[config.mk]
export PLATFORM = sky130hd
export DESIGN_NAME = joystick_command_byte_parser
export DESIGN_NICKNAME = d
export VERILOG_FILES = /design/src/sv/jcbp_pkg.sv /design/src/sv/joystick_command_byte_parser.sv /design/src/sv/jcbp_core.sv
export SDC_FILE = /design/constraint.sdc
export NUM_CORES = 1
export LEC_CHECK = 0
export BUFFER_PORTS_ARGS = -buffer_cell sky130_fd_sc_hd__buf_2
export CAP_MARGIN = 20
export CORE_ASPECT_RATIO = 0.5
export CORE_MARGIN = 10
export CORE_UTILIZATION = 45
export DETAILED_ROUTE_END_ITERATION = 8
export GPL_ROUTABILITY_DRIVEN = 1
export PLACE_DENSITY_LB_ADDON = 0.15
export SLEW_MARGIN = 20
export SYNTH_ARGS = -nofsm -noshare
export SYNTH_HDL_FRONTEND = slang
export SYNTH_SLANG_ARGS = --single-unit
[constraint.sdc]
create_clock -name clk -period 8 [get_ports clk]
set_clock_uncertainty 0.15 [all_clocks]
set_input_delay 0.4 -clock clk [delete_from_list [all_inputs] [get_ports clk]]
set_output_delay 0.4 -clock clk [all_outputs]
set_load 0.01 [all_outputs]
[src/sv/jcbp_pkg.sv]
// ----------------------------------------------------------------------------
// jcbp_pkg: shared types and constants for the joystick command byte parser
// Character codes, axis selector codes and the result record.
// ----------------------------------------------------------------------------
package jcbp_pkg;

  localparam int BYTE_W   = 8;
  localparam int OFFSET_W = 14;
  localparam int POS_W    = 15;
  localparam int POS_LIMIT = 16383;

  localparam logic [BYTE_W-1:0] CH_PAD_FIRST = 8'h41;  // 'A'
  localparam logic [BYTE_W-1:0] CH_PAD_LAST  = 8'h48;  // 'H'
  localparam logic [BYTE_W-1:0] CH_STOP      = 8'h53;  // 'S'
  localparam logic [BYTE_W-1:0] CH_MODE      = 8'h4D;  // 'M'
  localparam logic [BYTE_W-1:0] CH_OPEN      = 8'h2A;  // '*'
  localparam logic [BYTE_W-1:0] CH_CLOSE     = 8'h5F;  // '_'
  localparam logic [BYTE_W-1:0] CH_AXIS_X    = 8'h58;  // 'X'
  localparam logic [BYTE_W-1:0] CH_AXIS_Y    = 8'h59;  // 'Y'
  localparam logic [BYTE_W-1:0] CH_DIGIT_0   = 8'h30;  // '0'
  localparam logic [BYTE_W-1:0] CH_DIGIT_9   = 8'h39;  // '9'

  localparam logic [1:0] AXIS_NONE = 2'd0;
  localparam logic [1:0] AXIS_X    = 2'd1;
  localparam logic [1:0] AXIS_Y    = 2'd2;

  // pad direction: 2'b01 = +P, 2'b11 = -P, 2'b00 = 0
  localparam logic [1:0] DIR_ZERO = 2'b00;
  localparam logic [1:0] DIR_POS  = 2'b01;
  localparam logic [1:0] DIR_NEG  = 2'b11;

  typedef struct packed {
    logic signed [POS_W-1:0] x_position;
    logic signed [POS_W-1:0] y_position;
    logic                    update_motors;
    logic                    mode_toggle;
  } result_t;

  // compass point of pad letter, index 0 = 'A' (east), counter-clockwise
  function automatic logic [1:0] pad_dx(input logic [2:0] idx);
    case (idx)
      3'd0, 3'd1, 3'd7: pad_dx = DIR_POS;
      3'd3, 3'd4, 3'd5: pad_dx = DIR_NEG;
      default:          pad_dx = DIR_ZERO;
    endcase
  endfunction

  function automatic logic [1:0] pad_dy(input logic [2:0] idx);
    case (idx)
      3'd1, 3'd2, 3'd3: pad_dy = DIR_POS;
      3'd5, 3'd6, 3'd7: pad_dy = DIR_NEG;
      default:          pad_dy = DIR_ZERO;
    endcase
  endfunction

endpackage

[src/sv/joystick_command_byte_parser.sv]
// ----------------------------------------------------------------------------
// joystick_command_byte_parser: serial command byte to motor target parser
// Stream in one received byte per beat, stream out target updates.
// ----------------------------------------------------------------------------
// Takes one received byte per beat and gives at most one result beat per
// byte. Each byte lands in an input register, is decoded by a single level
// of logic against the parser state and, when it yields a result, lands in
// the output register, which holds it while the output side stalls. One
// byte is accepted every cycle as long as the output side keeps draining.
// Pad letters A..H set the target to a compass point with each nonzero axis
// of magnitude center_offset, 'S' stops (target 0,0, no update), 'M' flags a
// mode toggle, '*' opens a joystick frame that closes on '_' with X/Y set to
// 4*value - center_offset, clamped to +/-16383. Bytes inside a frame give no
// result beat except the closing '_'. center_offset is written through
// cfg_wr_en/cfg_wr_data and should only change while the block is idle.
module joystick_command_byte_parser
  import jcbp_pkg::*;
#(
  parameter int VALUE_BITS = 12
) (
  input  logic                clk,
  input  logic                rst,
  input  logic                cfg_wr_en,
  input  logic [OFFSET_W-1:0] cfg_wr_data,     // center_offset
  input  logic                s_axis_tvalid,
  output logic                s_axis_tready,
  input  logic [7:0]          s_axis_tdata,    // [7:0] rx_byte
  output logic                m_axis_tvalid,
  input  logic                m_axis_tready,
  output logic [31:0]         m_axis_tdata,    // [14:0] x_position, [29:15] y_position
  output logic [1:0]          m_axis_tuser     // [0] update_motors, [1] mode_toggle
);

  logic [OFFSET_W-1:0] center_offset;
  logic                in_valid;
  logic [BYTE_W-1:0]   in_byte;
  logic                out_free;
  logic                fire;
  logic                res_valid;
  result_t             res;
  result_t             out_res;

  // output slot free when empty or being taken this cycle
  assign out_free      = !m_axis_tvalid || m_axis_tready;
  assign fire          = in_valid && out_free;
  assign s_axis_tready = !in_valid || fire;

  always_ff @(posedge clk) begin
    if (rst) begin
      center_offset <= OFFSET_W'(510);
    end else if (cfg_wr_en) begin
      center_offset <= cfg_wr_data;
    end
  end

  // input register
  always_ff @(posedge clk) begin
    if (rst) begin
      in_valid <= 1'b0;
    end else if (s_axis_tready) begin
      in_valid <= s_axis_tvalid;
    end
  end

  always_ff @(posedge clk) begin
    if (s_axis_tvalid && s_axis_tready) begin
      in_byte <= s_axis_tdata;
    end
  end

  jcbp_core #(
    .VALUE_BITS (VALUE_BITS)
  ) u_core (
    .clk           (clk),
    .rst           (rst),
    .fire          (fire),
    .rx_byte       (in_byte),
    .center_offset (center_offset),
    .res_valid     (res_valid),
    .res           (res)
  );

  // output register
  always_ff @(posedge clk) begin
    if (rst) begin
      m_axis_tvalid <= 1'b0;
    end else if (out_free) begin
      m_axis_tvalid <= fire && res_valid;
    end
  end

  always_ff @(posedge clk) begin
    if (fire && res_valid) begin
      out_res <= res;
    end
  end

  assign m_axis_tdata = {2'b00, out_res.y_position, out_res.x_position};
  assign m_axis_tuser = {out_res.mode_toggle, out_res.update_motors};

`ifndef SYNTH
  // a mode toggle never drives the motors
  a_mode_no_update: assert property (@(posedge clk) disable iff (rst)
    m_axis_tvalid && m_axis_tuser[1] |-> !m_axis_tuser[0])
    else $error("mode toggle beat with motor update");

  // clamp keeps positions off the most negative code
  a_pos_clamped: assert property (@(posedge clk) disable iff (rst)
    m_axis_tvalid |-> (m_axis_tdata[14:0] != 15'h4000)
                      && (m_axis_tdata[29:15] != 15'h4000))
    else $error("position outside clamp range");

  // input side stalls only while a byte waits on a blocked output slot
  a_stall_cause: assert property (@(posedge clk) disable iff (rst)
    !s_axis_tready |-> in_valid && m_axis_tvalid && !m_axis_tready)
    else $error("input stalled without cause");

  // a byte that yields no result leaves the output slot empty behind it
  a_no_result: assert property (@(posedge clk) disable iff (rst)
    fire && !res_valid |=> !m_axis_tvalid)
    else $error("result beat without producing byte");
`endif

endmodule

[src/sv/jcbp_core.sv]
// ----------------------------------------------------------------------------
// jcbp_core: command decode and parser state
// Decodes one registered byte per fire, updates frame and target state and
// presents the result combinationally for the output register.
// ----------------------------------------------------------------------------
module jcbp_core
  import jcbp_pkg::*;
#(
  parameter int VALUE_BITS = 12
) (
  input  logic                  clk,
  input  logic                  rst,
  input  logic                  fire,
  input  logic [BYTE_W-1:0]     rx_byte,
  input  logic [OFFSET_W-1:0]   center_offset,
  output logic                  res_valid,
  output result_t               res
);

  localparam int SW = (VALUE_BITS + 3 > POS_W) ? VALUE_BITS + 3 : POS_W;
  localparam int MW = VALUE_BITS + 4;
  localparam logic [VALUE_BITS-1:0] VALUE_MAX = {VALUE_BITS{1'b1}};

  logic                    in_frame, in_frame_next;
  logic [1:0]              active_axis, active_axis_next;
  logic                    x_found, x_found_next;
  logic                    y_found, y_found_next;
  logic [VALUE_BITS-1:0]   x_accum, x_accum_next;
  logic [VALUE_BITS-1:0]   y_accum, y_accum_next;
  logic signed [POS_W-1:0] held_x, held_x_next;
  logic signed [POS_W-1:0] held_y, held_y_next;

  logic                    is_digit;
  logic [VALUE_BITS-1:0]   acc_sel, acc_added;
  logic [MW-1:0]           acc_wide;
  logic signed [POS_W-1:0] p_pos, p_neg;
  logic [2:0]              pad_idx;

  function automatic logic signed [POS_W-1:0] scale_axis(
    input logic [VALUE_BITS-1:0] value,
    input logic [OFFSET_W-1:0]   p
  );
    logic signed [SW-1:0] v;
    v = $signed({{(SW-VALUE_BITS-2){1'b0}}, value, 2'b00})
        - $signed({{(SW-OFFSET_W){1'b0}}, p});
    if (v > $signed(SW'(POS_LIMIT)))
      scale_axis = POS_W'(POS_LIMIT);
    else if (v < -$signed(SW'(POS_LIMIT)))
      scale_axis = -$signed(POS_W'(POS_LIMIT));
    else
      scale_axis = v[POS_W-1:0];
  endfunction

  function automatic logic signed [POS_W-1:0] pad_value(
    input logic [1:0]              dir,
    input logic signed [POS_W-1:0] pp,
    input logic signed [POS_W-1:0] pn
  );
    case (dir)
      DIR_POS: pad_value = pp;
      DIR_NEG: pad_value = pn;
      default: pad_value = '0;
    endcase
  endfunction

  // one shared digit step: acc*10 + digit, saturating
  assign is_digit  = (rx_byte inside {[CH_DIGIT_0:CH_DIGIT_9]});
  assign acc_sel   = (active_axis == AXIS_Y) ? y_accum : x_accum;
  assign acc_wide  = {1'b0, acc_sel, 3'b000} + {3'b000, acc_sel, 1'b0}
                     + {{(MW-4){1'b0}}, rx_byte[3:0]};
  assign acc_added = (acc_wide > {4'b0000, VALUE_MAX}) ? VALUE_MAX
                                                       : acc_wide[VALUE_BITS-1:0];

  assign p_pos   = $signed({1'b0, center_offset});
  assign p_neg   = -p_pos;
  assign pad_idx = rx_byte[2:0] - CH_PAD_FIRST[2:0];

  always_comb begin
    in_frame_next    = in_frame;
    active_axis_next = active_axis;
    x_found_next     = x_found;
    y_found_next     = y_found;
    x_accum_next     = x_accum;
    y_accum_next     = y_accum;
    held_x_next      = held_x;
    held_y_next      = held_y;
    res_valid        = 1'b1;
    res.update_motors = 1'b1;
    res.mode_toggle   = 1'b0;

    if (in_frame) begin
      res_valid = 1'b0;
      if (is_digit) begin
        if (active_axis == AXIS_X) x_accum_next = acc_added;
        else if (active_axis == AXIS_Y) y_accum_next = acc_added;
      end else begin
        active_axis_next = AXIS_NONE;
        if (rx_byte == CH_AXIS_X) begin
          if (!x_found) begin
            x_found_next     = 1'b1;
            x_accum_next     = '0;
            active_axis_next = AXIS_X;
          end
        end else if (rx_byte == CH_AXIS_Y) begin
          if (!y_found) begin
            y_found_next     = 1'b1;
            y_accum_next     = '0;
            active_axis_next = AXIS_Y;
          end
        end else if (rx_byte == CH_CLOSE) begin
          res_valid     = 1'b1;
          in_frame_next = 1'b0;
          held_x_next   = scale_axis(x_found ? x_accum : '0, center_offset);
          held_y_next   = scale_axis(y_found ? y_accum : '0, center_offset);
        end
      end
    end else if (rx_byte inside {[CH_PAD_FIRST:CH_PAD_LAST]}) begin
      held_x_next = pad_value(pad_dx(pad_idx), p_pos, p_neg);
      held_y_next = pad_value(pad_dy(pad_idx), p_pos, p_neg);
    end else if (rx_byte == CH_STOP) begin
      held_x_next       = '0;
      held_y_next       = '0;
      res.update_motors = 1'b0;
    end else if (rx_byte == CH_MODE) begin
      res.update_motors = 1'b0;
      res.mode_toggle   = 1'b1;
    end else if (rx_byte == CH_OPEN) begin
      res_valid        = 1'b0;
      in_frame_next    = 1'b1;
      active_axis_next = AXIS_NONE;
      x_found_next     = 1'b0;
      y_found_next     = 1'b0;
      x_accum_next     = '0;
      y_accum_next     = '0;
    end

    res.x_position = held_x_next;
    res.y_position = held_y_next;
  end

  always_ff @(posedge clk) begin
    if (rst) begin
      in_frame    <= 1'b0;
      active_axis <= AXIS_NONE;
      x_found     <= 1'b0;
      y_found     <= 1'b0;
      x_accum     <= '0;
      y_accum     <= '0;
      held_x      <= '0;
      held_y      <= '0;
    end else if (fire) begin
      in_frame    <= in_frame_next;
      active_axis <= active_axis_next;
      x_found     <= x_found_next;
      y_found     <= y_found_next;
      x_accum     <= x_accum_next;
      y_accum     <= y_accum_next;
      held_x      <= held_x_next;
      held_y      <= held_y_next;
    end
  end

endmodule
==> impl_results.rst <==
.. list-table::
   :header-rows: 1

   * - Metric
     - Value
   * - Run status
     - complete, no violations
   * - Sequential cell area
     - 2700 um^2
   * - Hold Vio Cnt, Final
     - 0
   * - Routed WL
     - 28.0 mm
   * - Mapped cell area
     - 8400 um^2
   * - Setup bufs post-CTS
     - 0
   * - Type of element launching the critical path
     - flip-flop
   * - Peak supply drop
     - 133 uV
   * - Critical path, cell by cell
     - and2_1 > ha_1 > nor3b_1 > o2bb2ai_1 > a2111oi_2 > o211ai_1 > nor2b_1 > xnor2_1 > nor2_1 > and4b_1 > a41o_1 > ha_1 > nor2b_1 > o221a_2 > or2_2
   * - Fill cell count
     - 1,758
   * - Row cnt
     - 35
   * - Sum Neg Setup Slack
     - 0 ns
   * - Maximum level of the CTS H-tree
     - 4
   * - ANT cells
     - 0
   * - Count of flip-flops with a built-in enable after synthesis
     - 40
   * - Register area share after synthesis
     - 0.322
   * - Leading register cell type out of synthesis
     - sky130_fd_sc_hd__dfxtp_1
   * - Power Dens Cells
     - 182 nW/um^2
   * - Pin count of the biggest net entering global routing
     - 43
   * - Tot GR Track Use
     - 0.226
   * - Fin worst setup slack
     - 3.03 ns
   * - Post-detailed-route count of antenna-violating nets
     - 0
   * - Post-synthesis cell type count
     - 78
   * - Top fanout value on the critical path
     - 25
   * - Clk sink count
     - 115
   * - Post-placement cell count
     - 1,281
   * - Max-cap violation count
     - 0
   * - Count of buffers inserted at the top-level ports
     - 60
   * - Slew margin rel.
     - 0.242
   * - First-pass GRT wire length
     - 43.8 mm
   * - RSZ-0062 raised after global routing
     - no
   * - Arrival @ worst endpoint
     - 5.00 ns
   * - Gate count of the mapped netlist
     - 1,033
   * - Hold Startpoint
     - cfg_wr_data[8]
   * - Fin. max-slew vios
     - 0
   * - Critical path required time
     - 8.02 ns
   * - Area taken by multi-input logic gates
     - 5300 um^2
   * - CP peak stage delay
     - 0.79 ns
   * - Vertical die dimension
     - 117 um
   * - Number of ports placed on the die boundary
     - 63
   * - Worst-Skew Late Latency
     - 0.43 ns
   * - Actual slew at the worst max-slew pin
     - 1.14 ns
   * - Worst r2r src
     - u_core.y_found$_SDFFE_PP0P_
   * - Number of detailed-routing iterations run before antenna repair
     - 6
   * - Ratio of cells with drive above 1 in the final layout
     - 0.117
   * - Die ar.
     - 24,900 um^2
   * - Starting density of the core
     - 0.458
   * - Worst min-delay path category
     - in -> reg
   * - Start point of the critical path
     - u_core.y_found$_SDFFE_PP0P_
   * - Critical Path Slowest Stage Cell
     - sky130_fd_sc_hd__dfxtp_1
   * - Placeable core area
     - 18,300 um^2
   * - Worst Setup Path Type
     - reg -> reg
   * - Post-route clock period utilization
     - 0.622
   * - Total setup violations reported at the end of the flow
     - 0
   * - Via density per instance
     - 6.24
   * - Routability congestion estimate
     - 0.955
   * - Synthesis-to-layout area growth
     - 14.1%
   * - Detailed-route DRC error count
     - 0
   * - Total overflow reported by the global router
     - 0
   * - Clock root buffer
     - sky130_fd_sc_hd__clkbuf_16
   * - Critical Path End Type
     - flip-flop
   * - Clock buffers created by TritonCTS
     - 17
   * - Total power consumption of the routed design
     - 1.74 mW
   * - Vias
     - 8,240
   * - Tmin final
     - 4.97 ns
   * - Post-cts gate resize count
     - 0
   * - Async set-reset flop share out of synthesis
     - 0
   * - Post-layout nets
     - 1,141
   * - Synthesized area per cell
     - 8.13 um^2
   * - Worst setup slack after placement
     - 3.15 ns
   * - Post-CTS clock slew at the launch and capture registers of the worst setup and hold paths
     - 0.06 ns
   * - Initial DRC Count
     - 926
   * - Layout Cells excl Fill
     - 1,321
   * - Chip Width
     - 213 um
   * - P_leak
     - 3.86 nW
   * - Clock tree from TritonCTS
     - yes
   * - Peak Freq
     - 0.201 GHz
   * - Via count of the first global-routing pass
     - 7,702
   * - CTS max path bufs
     - 2
   * - Antenna violations before repair
     - 0
   * - Routed wire per std cell
     - 21.2 um
   * - Final HPWL from detailed placement
     - 20.6 mm
   * - Yosys warning count
     - 0
   * - Flip-flop and latch count after synthesis
     - 115
## area by class of cell
cell class                 count  area share
clock inverter                10      0.0187
clock buffer                  22      0.0474
multi-input combinational    816       0.552
timing repair buffer          81      0.0540
tap                          240      0.0313
sequential                   115       0.282
inverter                      37      0.0145
## critical path: cells and delay by family, from the launching register on
kind / cells / cell delay (ns)
xor+xnor: 1 / 0.31
compound gates: 5 / 1.37
fa+ha+maj: 2 / 0.75
flops: 1 / 0.79
simple gates: 7 / 1.36
## through the flow
| step | hold WS [ns] | util | instance area, um^2 |
|---|---|---|---|
| after floorplan | 0.277 | - | 8410 |
| after global placement | 0.302 | 0.481 | 8820 |
| after detailed placement | 0.317 | 0.484 | 8880 |
| after CTS | 0.00167 | 0.522 | 9580 |
| after global routing | 0.0404 | 0.523 | 9590 |
| final | 0.0302 | 0.523 | 9590 |
## metal layers
| metal | track usage | up-vias | routed length, um |
|---|---|---|---|
| met5 | 0 | - | 0 |
| met4 | 0.0469 | 0 | 405 |
| met1 | 0.314 | 3970 | 13200 |
| met3 | 0.0571 | 38 | 2520 |
| met2 | 0.348 | 354 | 11900 |
| li1 | - | 3878 | - |
## logic make-up (layout without fill, tap and decap cells)
kind of cell               after synthesis  in the layout  synth area share
and+or+nand+nor                        354            354             0.205
AOI/OAI and AO/OA                      334            334             0.263
DFF                                    115            115             0.322
buffers and inverters                  103            150            0.0514
xor gates and xnor gates                58             58            0.0605
adders and majority gates               49             49            0.0739
muxes                                   19             19            0.0243
other                                    1              2          0.000446
## state kept, by name (all words and copies together) (netlist names)
| signal | count |
|---|---|
| u_core.x_accum | 12 |
| u_core.held_y | 15 |
| in_valid | 1 |
| u_core.active_axis | 2 |
| m_axis_tvalid | 1 |
| u_core.in_frame | 1 |
| u_core.y_found | 1 |
| center_offset | 14 |
| u_core.y_accum | 12 |
| u_core.held_x | 15 |
| m_axis_tdata | 30 |
| in_byte | 8 |
| u_core.x_found | 1 |
| m_axis_tuser | 2 |
## repair_timing
item	4_1_cts	5_1_grt
hold buffers	7	1
setup endpoints to repair	0	0
hold endpoints to repair	7	1
## synth_stat cells (13+ instances only)
cell type | number | share of area
sky130_fd_sc_hd__edfxtp_1 | 40 | 0.14
sky130_fd_sc_hd__and2_1 | 22 | 0.016
sky130_fd_sc_hd__a31oi_1 | 20 | 0.015
sky130_fd_sc_hd__xnor2_1 | 49 | 0.051
sky130_fd_sc_hd__o221ai_1 | 18 | 0.019
sky130_fd_sc_hd__nand2_1 | 99 | 0.044
sky130_fd_sc_hd__ha_1 | 44 | 0.066
sky130_fd_sc_hd__clkbuf_1 | 47 | 0.021
sky130_fd_sc_hd__nor3_1 | 21 | 0.013
sky130_fd_sc_hd__inv_1 | 36 | 0.016
sky130_fd_sc_hd__nand2b_1 | 14 | 0.010
sky130_fd_sc_hd__a22oi_1 | 32 | 0.029
sky130_fd_sc_hd__nor2_1 | 109 | 0.049
sky130_fd_sc_hd__dfxtp_1 | 75 | 0.18
sky130_fd_sc_hd__o21ai_0 | 85 | 0.051
sky130_fd_sc_hd__o311ai_0 | 13 | 0.014
sky130_fd_sc_hd__nor2b_1 | 22 | 0.016
sky130_fd_sc_hd__a21oi_1 | 61 | 0.036
## path summary, 6_finish.rpt
kind	end	slack, ns	cells after the start
worst max register to register	m_axis_tdata[26]$_DFFE_PP_	3.03	15
worst max-delay path	m_axis_tdata[26]$_DFFE_PP_	3.03	15
worst min register to register	u_core.held_y[0]$_SDFFE_PP0P_	0.33	2
worst min-delay path	center_offset[8]$_SDFFE_PP1P_	0.03	3
## placed cells by master (no fill, tap or decap), types with 10 or more instances in the layout
master and instances:
sky130_fd_sc_hd__xnor2_1 49, sky130_fd_sc_hd__o21a_1 11, sky130_fd_sc_hd__a21oi_1 61, sky130_fd_sc_hd__a31oi_1 20, sky130_fd_sc_hd__mux2_2 11, sky130_fd_sc_hd__nor2b_1 22, sky130_fd_sc_hd__ha_1 44, sky130_fd_sc_hd__nand2b_1 14
sky130_fd_sc_hd__o21ai_0 84, sky130_fd_sc_hd__o311ai_0 13, sky130_fd_sc_hd__a22oi_1 32, sky130_fd_sc_hd__buf_2 60, sky130_fd_sc_hd__nand2_1 99, sky130_fd_sc_hd__o31ai_1 11, sky130_fd_sc_hd__buf_4 11, sky130_fd_sc_hd__o221ai_1 18
sky130_fd_sc_hd__dfxtp_1 75, sky130_fd_sc_hd__and2_1 22, sky130_fd_sc_hd__a21o_1 10, sky130_fd_sc_hd__o211ai_1 11, sky130_fd_sc_hd__inv_1 36, sky130_fd_sc_hd__clkbuf_16 17, sky130_fd_sc_hd__nor2_1 109, sky130_fd_sc_hd__nor3_1 20
sky130_fd_sc_hd__edfxtp_1 40
## power breakdown
| part | total [mW] | internal (mW) | switching, mW |
|---|---|---|---|
| clock network | 0.840 | 0.559 | 0.282 |
| registers | 0.660 | 0.632 | 0.0278 |
| logic | 0.242 | 0.0843 | 0.158 |
| total | 1.74 | 1.27 | 0.467 |
No activity file was read; power rests on OpenSTA's default activity.
